[config.mk]
export PLATFORM = sky130hd
export DESIGN_NAME = gyro_window_fall_classifier_core
export DESIGN_NICKNAME = d
export VERILOG_FILES = /design/src/hdl/gwfc_pkg.sv /design/src/hdl/gwfc_cell.sv /design/src/hdl/gyro_window_fall_classifier_core.sv
export VERILOG_INCLUDE_DIRS = /design/src /design/src/hdl
export SDC_FILE = /design/constraint.sdc
export NUM_CORES = 2
export LEC_CHECK = 0
export ABC_AREA = 0
export BUFFER_PORTS_ARGS = -buffer_cell sky130_fd_sc_hd__buf_4
export CORE_UTILIZATION = 30
export DETAILED_ROUTE_END_ITERATION = 10
export PLACE_DENSITY = 0.42
export SYNTH_ARGS = -nofsm -noshare
export SYNTH_HDL_FRONTEND = slang
export SYNTH_SLANG_ARGS = --single-unit
[constraint.sdc]
create_clock -name clk -period 6.7 [get_ports clk]
set_input_delay 0.335 -clock clk [delete_from_list [all_inputs] [get_ports clk]]
set_output_delay 0.335 -clock clk [all_outputs]
set_load 0.01 [all_outputs]
[src/hdl/gyro_window_fall_classifier_core_defines.svh]
// assertion macros shared by the gyro window fall classifier
`ifndef GYRO_WINDOW_FALL_CLASSIFIER_CORE_DEFINES_SVH
`define GYRO_WINDOW_FALL_CLASSIFIER_CORE_DEFINES_SVH

// property checked on every rising edge outside reset
`define GWFC_ASSERT(label, prop, msg) \
  label: assert property (@(posedge clk) disable iff (rst) (prop)) else $error(msg);

// property checked on every rising edge, reset included
`define GWFC_ASSERT_ALWAYS(label, prop, msg) \
  label: assert property (@(posedge clk) (prop)) else $error(msg);

`endif

[src/hdl/gwfc_pkg.sv]
package gwfc_pkg;

  // window geometry
  localparam int WINDOW_DEPTH = 8;
  localparam int SAMPLE_W     = 16;
  localparam int LIMIT_W      = 15;
  localparam int WEIGHT_W     = 9;
  localparam int PROD_W       = SAMPLE_W + WEIGHT_W + 1;
  localparam int SUM_W        = PROD_W + 1;
  localparam int FRAC_BITS    = 8;

  // configuration register indexes
  localparam int CFG_INDEX_W = 2;
  localparam logic [CFG_INDEX_W-1:0] REG_STABLE_LIMIT    = 2'd0;
  localparam logic [CFG_INDEX_W-1:0] REG_FALL_LIMIT      = 2'd1;
  localparam logic [CFG_INDEX_W-1:0] REG_WEIGHT_CURRENT  = 2'd2;
  localparam logic [CFG_INDEX_W-1:0] REG_WEIGHT_PREVIOUS = 2'd3;

  // reset values of the registers
  localparam logic [LIMIT_W-1:0]  STABLE_LIMIT_RESET = 15'd10;
  localparam logic [LIMIT_W-1:0]  FALL_LIMIT_RESET   = 15'd100;
  localparam logic [WEIGHT_W-1:0] WEIGHT_RESET       = 9'd128;

  // tilt state codes
  localparam logic [1:0] TILT_STABLE   = 2'd0;
  localparam logic [1:0] TILT_UNSTABLE = 2'd1;
  localparam logic [1:0] TILT_FALLING  = 2'd2;

  typedef logic signed [SAMPLE_W-1:0] sample_t;
  typedef logic [LIMIT_W-1:0] limit_t;

  // true when the sample lies within plus or minus the limit
  function automatic logic in_band(input sample_t s, input limit_t lim);
    logic signed [SAMPLE_W:0] s_ext;
    logic signed [SAMPLE_W:0] lim_ext;
    begin
      s_ext   = {s[SAMPLE_W-1], s};
      lim_ext = {2'b00, lim};
      in_band = (s_ext <= lim_ext) && (s_ext >= -lim_ext);
    end
  endfunction

endpackage

[src/hdl/gwfc_cell.sv]
module gwfc_cell
  import gwfc_pkg::*;
(
  input  logic    clk,
  input  logic    rst,
  input  logic    shift_en,
  input  sample_t sample_in,
  input  limit_t  stable_limit,
  output sample_t sample_out,
  output logic    in_range
);

  sample_t sample;

  // one window slot, cleared at reset, takes sample_in on each shifted item
  always_ff @(posedge clk) begin
    if (rst) begin
      sample <= '0;
    end else if (shift_en) begin
      sample <= sample_in;
    end
  end

  assign sample_out = sample;

  // per-slot band check against the current limit
  assign in_range = in_band(sample, stable_limit);

endmodule

[src/hdl/gyro_window_fall_classifier_core.sv]
// channel | signals                          | direction
// input   | in_valid, in_ready, rate_sample  | item in
// output  | out_valid, out_ready, tilt_state, weighted_rate | item out
// config  | cfg_we, cfg_index, cfg_data      | register write
//
// one item per cycle sustained while the output is not stalled; a result passes through the
// product register stage, then the sum/saturate/compare output register.
// the window is a row of slot cells shifting one place per item, all band
// checks run in parallel against the stable limit.
// reset clears the window, the previous sample and the pipeline.
// a stalled output holds its item and backs up into the product stage and input.
module gyro_window_fall_classifier_core
  import gwfc_pkg::*;
(
  input  logic                    clk,
  input  logic                    rst,
  input  logic                    in_valid,
  output logic                    in_ready,
  input  logic signed [15:0]      rate_sample,
  output logic                    out_valid,
  input  logic                    out_ready,
  output logic [1:0]              tilt_state,
  output logic signed [15:0]      weighted_rate,
  input  logic                    cfg_we,
  input  logic [CFG_INDEX_W-1:0]  cfg_index,
  input  logic [LIMIT_W-1:0]      cfg_data
);

  `include "gyro_window_fall_classifier_core_defines.svh"

  limit_t                stable_limit;
  limit_t                fall_limit;
  logic [WEIGHT_W-1:0]   weight_current;
  logic [WEIGHT_W-1:0]   weight_previous;

  sample_t               previous_sample;
  logic                  accept;
  logic                  s1_valid;
  logic                  s1_advance;
  logic                  s1_stable;
  logic signed [PROD_W-1:0] p_cur;
  logic signed [PROD_W-1:0] p_prev;

  sample_t               cell_q [WINDOW_DEPTH];
  logic [WINDOW_DEPTH-1:0] cell_ok;
  logic                  stable_now;

  logic signed [SUM_W-1:0] sum;
  sample_t               sat;
  logic signed [SAMPLE_W:0] sat_ext;
  logic signed [SAMPLE_W:0] flim_ext;
  logic                  falling;

  // configuration registers
  always_ff @(posedge clk) begin
    if (rst) begin
      stable_limit    <= STABLE_LIMIT_RESET;
      fall_limit      <= FALL_LIMIT_RESET;
      weight_current  <= WEIGHT_RESET;
      weight_previous <= WEIGHT_RESET;
    end else if (cfg_we) begin
      unique case (cfg_index)
        REG_STABLE_LIMIT:    stable_limit    <= cfg_data;
        REG_FALL_LIMIT:      fall_limit      <= cfg_data;
        REG_WEIGHT_CURRENT:  weight_current  <= cfg_data[WEIGHT_W-1:0];
        REG_WEIGHT_PREVIOUS: weight_previous <= cfg_data[WEIGHT_W-1:0];
        default: ;
      endcase
    end
  end

  // handshake and stage flow
  assign s1_advance = s1_valid && (!out_valid || out_ready);
  assign in_ready   = !s1_valid || s1_advance;
  assign accept     = in_valid && in_ready;

  // window: row of cells, newest sample enters slot 0
  for (genvar i = 0; i < WINDOW_DEPTH; i++) begin : g_cell
    sample_t cell_in;
    if (i == 0) begin : g_head
      assign cell_in = rate_sample;
    end else begin : g_link
      assign cell_in = cell_q[i-1];
    end
    gwfc_cell u_cell (
      .clk          (clk),
      .rst          (rst),
      .shift_en     (accept),
      .sample_in    (cell_in),
      .stable_limit (stable_limit),
      .sample_out   (cell_q[i]),
      .in_range     (cell_ok[i])
    );
  end

  // window after this item: new sample plus all but the oldest slot
  assign stable_now = in_band(rate_sample, stable_limit) &&
                      (&cell_ok[WINDOW_DEPTH-2:0]);

  // previous sample
  always_ff @(posedge clk) begin
    if (rst) begin
      previous_sample <= '0;
    end else if (accept) begin
      previous_sample <= rate_sample;
    end
  end

  // stage 1: weighted products
  always_ff @(posedge clk) begin
    if (rst) begin
      s1_valid <= 1'b0;
    end else if (accept) begin
      s1_valid <= 1'b1;
    end else if (s1_advance) begin
      s1_valid <= 1'b0;
    end
  end

  always_ff @(posedge clk) begin
    if (accept) begin
      p_cur     <= PROD_W'(rate_sample * $signed({1'b0, weight_current}));
      p_prev    <= PROD_W'(previous_sample * $signed({1'b0, weight_previous}));
      s1_stable <= stable_now;
    end
  end

  // stage 2: sum, floor shift, saturate, fall compare
  assign sum = SUM_W'(p_cur) + SUM_W'(p_prev);

  always_comb begin
    if (sum[SUM_W-1:FRAC_BITS+SAMPLE_W-1] == '0 ||
        sum[SUM_W-1:FRAC_BITS+SAMPLE_W-1] == '1) begin
      sat = sum[FRAC_BITS+SAMPLE_W-1:FRAC_BITS];
    end else if (sum[SUM_W-1]) begin
      sat = {1'b1, {(SAMPLE_W-1){1'b0}}};
    end else begin
      sat = {1'b0, {(SAMPLE_W-1){1'b1}}};
    end
  end

  assign sat_ext  = {sat[SAMPLE_W-1], sat};
  assign flim_ext = {2'b00, fall_limit};
  assign falling  = (sat_ext > flim_ext) || (sat_ext < -flim_ext);

  // output register
  always_ff @(posedge clk) begin
    if (rst) begin
      out_valid <= 1'b0;
    end else if (s1_advance) begin
      out_valid <= 1'b1;
    end else if (out_ready) begin
      out_valid <= 1'b0;
    end
  end

  always_ff @(posedge clk) begin
    if (s1_advance) begin
      weighted_rate <= sat;
      if (s1_stable) begin
        tilt_state <= TILT_STABLE;
      end else if (falling) begin
        tilt_state <= TILT_FALLING;
      end else begin
        tilt_state <= TILT_UNSTABLE;
      end
    end
  end

  // checks
  `GWFC_ASSERT(a_accept_fills_s1, accept |=> s1_valid,
    "accepted item missing from product stage")
  `GWFC_ASSERT(a_s1_held_on_stall,
    (s1_valid && !s1_advance) |=> (s1_valid && $stable(p_cur)),
    "product stage lost item on stall")
  `GWFC_ASSERT(a_state_code,
    out_valid |-> (tilt_state == TILT_STABLE || tilt_state == TILT_UNSTABLE ||
                   tilt_state == TILT_FALLING),
    "bad tilt state code")
  `GWFC_ASSERT(a_falling_bound,
    (out_valid && tilt_state == TILT_FALLING) |->
      ($signed({weighted_rate[15], weighted_rate}) > $signed({2'b00, fall_limit}) ||
       $signed({weighted_rate[15], weighted_rate}) < -$signed({2'b00, fall_limit})),
    "falling within fall limit")
  `GWFC_ASSERT_ALWAYS(a_reset_clears, rst |=> (!s1_valid && !out_valid),
    "pipeline not empty after reset")

endmodule

==> results by group <==
Setup path
  – Maximum fanout encountered on the critical timing path: 17
  – Category of the most critical setup path: register to register
  – Crit path top cell by count: fa_1
  – Element type at the critical path end: register
  – Cell-by-cell trace of the critical path: nand2_1, fa_1, inv_1, fa_1, fa_1, fa_1, inv_1, fa_1, inv_1, ha_1, a21o_1, a211oi_1, nor2_1, o31ai_1, a21oi_1, o41ai_2, o21ai_1, a21oi_1, xnor2_1
  – Critical Path Slowest Stage Cell: dfxtp_1
  – Data arrival time of the critical path: 6.47 ns
  – Top Family by Delay on Critical Path: adder cells
  – Worst stage delay on the critical path: 0.74 ns
  – Launching element type of the critical path: register
  – Req. time, crit path: 7.04 ns
  – CP bufs+invs: 3

Floorplanning
  – Die boundary height: 297 µm
  – Width of the die: 297 µm
  – Total core area: 0.0866 mm²
  – Die Area: 0.0885 mm²
  – Site Rows: 108
  – Number of I/O pins: 58
  – Initial core utilization: 30.2%

Route
  – Avg WL per Cell: 19.6 µm
  – Per-cell via count in the routed design: 5.00
  – Total DRC errors in the routed layout: 0
  – Number of DRC markers after the initial detailed-route iteration: 1,143
  – Initial DRT Pass Iterations: 5
  – Antenna violation net count after detailed routing: 0
  – Via count: 21,071
  – Wire length reported by the detailed router: 82.5 mm

Clock tree
  – Post-CTS Resized: 0
  – Buffer type at the clock tree root: clkbuf_16
  – H-tree levels: 1
  – Clock tree buffer depth: 3
  – Clock sink total: 233
  – Number of buffers added by the clock tree synthesis step: 30
  – Worst-skew pair later-pin latency: 0.59 ns
  – TritonCTS clock tree: built
  – Register clock-pin slew on the reported worst setup and hold paths: 0.06 ns

Logic synthesis
  – Top cell type by total area after synthesis: ha_1
  – Post-Syn Instances: 3,003
  – Synth area leaders: ha_1 20%, fa_1 19%, dfxtp_1 12%
  – Cell with the most instances after synthesis: nand2_1
  – Avg Cell Area, Syn: 8.72 µm²
  – Number of flip-flops and latches in the synthesized netlist: 233
  – Post-synthesis cell area: 0.0262 mm²
  – Synthesized net count: 3,705
  – Sequential-to-total area share from yosys stat: 20.5%
  – Share of the synthesized area in the top cell type: 20.1%
  – Async set-or-reset flop fraction in the synthesized netlist: 0%
  – Top cell types by occurrence after synthesis: 512 x nand2_1, 420 x ha_1, 375 x inv_1
  – Synthesis warning total: 0
  – Most used flip-flop cell after synthesis: dfxtp_1
  – Count of different cell masters after synthesis: 76
  – Number of synthesized flops with an enable pin: 71

Hold path
  – Kind of path behind the tightest hold check: primary input to register

Flow run
  – Number of maximum-capacitance constraint violations: 0

Final layout
  – Layout Area Growth over Synthesis: 11.3%
  – Layout net count: 3,735
  – Post-route cell area: 0.0292 mm²
  – Area taken by multi-input logic gates: 0.0190 mm²
  – Final Core Density: 33.7%
  – Layout filler cell count: 9,081
  – Share of post-route cells with drive strength above 1: 5.63%
  – Storage cell area: 0.00538 mm²
  – Final standard cell count with taps included and fillers excluded: 4,215

Global routing
  – Gr usage total: 18.5%
  – Pin count of the biggest net entering global routing: 95
  – Wire length of the first global-routing pass: 127 mm
  – Antenna violations before repair: 4
  – Via count of the first global-routing pass: 21,389
  – Remaining Overflow, GRT: 0

STA
  – Clock skew: 0.0129 ns
  – Final number of hold-violating endpoints: 0
  – Measured slew at the worst slew-check pin: 1.08 ns
  – Setup TNS after final layout: 0 ns
  – Worst rel slew slack: 27.5%
  – Final Slew Violations: 0
  – Share of the clock period used by the worst path: 91.5%
  – Maximum clock frequency: 0.163 GHz
  – Minimum clock period: 6.13 ns
  – RSZ-0062 raised after global routing: false
  – Final number of setup-violating endpoints: 0

Power and ir drop
  – Leakage component of the power: 14.0 nW
  – Cell Pwr Density: 185 mW/mm²
  – Worst supply voltage drop on vdd: 0.000212 V

Run status
  – Result of the run: completed

Placed design
  – Sum of net half-perimeters after detailed placement: 65.6 mm
  – Cell Area, Placed: 0.0280 mm²
  – Count of input and output buffers: 57
  – # placed instances: 4,143
  – Weighted congestion reported at the end of routability-driven placement: 0.869
[where the power goes]
part           switching [mW]  internal [mW]
Combinational            1.20          0.737
Sequential              0.114           1.60
Clock                   0.691           1.07
[metal layers]
layer  routed length, µm  global-route usage (%)  vias up
met1               38400                    25.8    10373
met5                  18                       0        -
met3                4540                    2.70      116
li1                    -                       -    10140
met4                2160                    5.30        2
met2               37300                    29.5      440
[cells by family (layout without fill, tap and decap cells)]
kind of cell,count (synthesis),count (layout),share of synthesized area [%]
compound gates,560,560,13.2
other cells,0,3,0
flops,233,233,20.5
xor+xnor,97,97,3.24
buf+inv,485,539,6.96
fa+ha+maj,664,664,38.7
simple gates,963,963,17.3
mux,1,1,0.0430
[metrics by stage]
step	hold WS [ns]	power, mW	setup WS (ns)
4_1_cts	0.00366	5.47	0.577
6_report	0.0388	5.40	0.571
3_5_place_dp	0.461	3.68	0.607
3_3_place_gp	0.447	3.65	0.650
5_1_grt	0.0234	5.74	0.231
2_1_floorplan	0.436	2.99	0.965
[state kept, by name, indices dropped and copies added (netlist names)]
name,cells
tilt_state,2
g_cell.u_cell.sample_out,96
out_valid,1
fall_limit,15
weighted_rate,16
s1_valid,1
previous_sample,16
stable_limit,15
weight_current,9
s1_stable,1
p_prev,26
p_cur,26
weight_previous,9
[final timing paths]
path | from | depth (start not counted) | to | slack [ns]
worst max-delay path | weight_previous[3] | 19 | p_prev[24] | 0.57
worst min-delay path | cfg_data[3] | 2 | stable_limit[3] | 0.04
worst max register to register | weight_previous[3] | 19 | p_prev[24] | 0.57
worst min register to register | fall_limit[13] | 2 | fall_limit[13] | 0.47
[worst reg2reg max path, stage by stage (launching register included)]
cell	delay, ns
dfxtp_1	0.74
nand2_1	0.18
fa_1	0.55
inv_1	0.05
fa_1	0.52
fa_1	0.44
fa_1	0.55
inv_1	0.05
fa_1	0.53
inv_1	0.04
ha_1	0.35
a21o_1	0.21
a211oi_1	0.26
nor2_1	0.10
o31ai_1	0.34
a21oi_1	0.20
o41ai_2	0.38
o21ai_1	0.11
a21oi_1	0.18
xnor2_1	0.08
[area by class of cell]
cell class                 count  share of cell area, %
inverter                     376                   4.86
sequential                   233                   18.4
multi-input combinational   2285                   65.2
clock inverter                11                  0.455
clock buffer                  45                   3.19
antenna                        3                 0.0257
timing repair buffer         107                   2.88
tap                         1155                   4.96
[cell usage in the layout (no fill, tap or decap), drive strengths merged, types with 13 or more instances in the layout]
cell	Yosys	routed
nand2	512	512
ha	420	420
inv	375	377
a21oi	277	277
fa	244	244
dfxtp	162	162
and2	151	151
buf	6	94
nor2	81	81
xnor2	77	77
o21ai	75	75
edfxtp	71	71
a21o	66	66
clkbuf	103	45
nand4	43	43
nand3	39	39
nor3	30	30
nor2b	28	28
a211oi	28	28
xor2	20	20
nand2b	19	19
nor4	18	18
o211ai	13	13
dlygate4sd3	0	13
[timing repair]
item,in CTS,in global routing
setup buffers,0,0
hold endpoints to repair,20,0
hold buffers,13,0
endpoints found under the setup margin,0,0
Power figures use the tool's default switching activity.
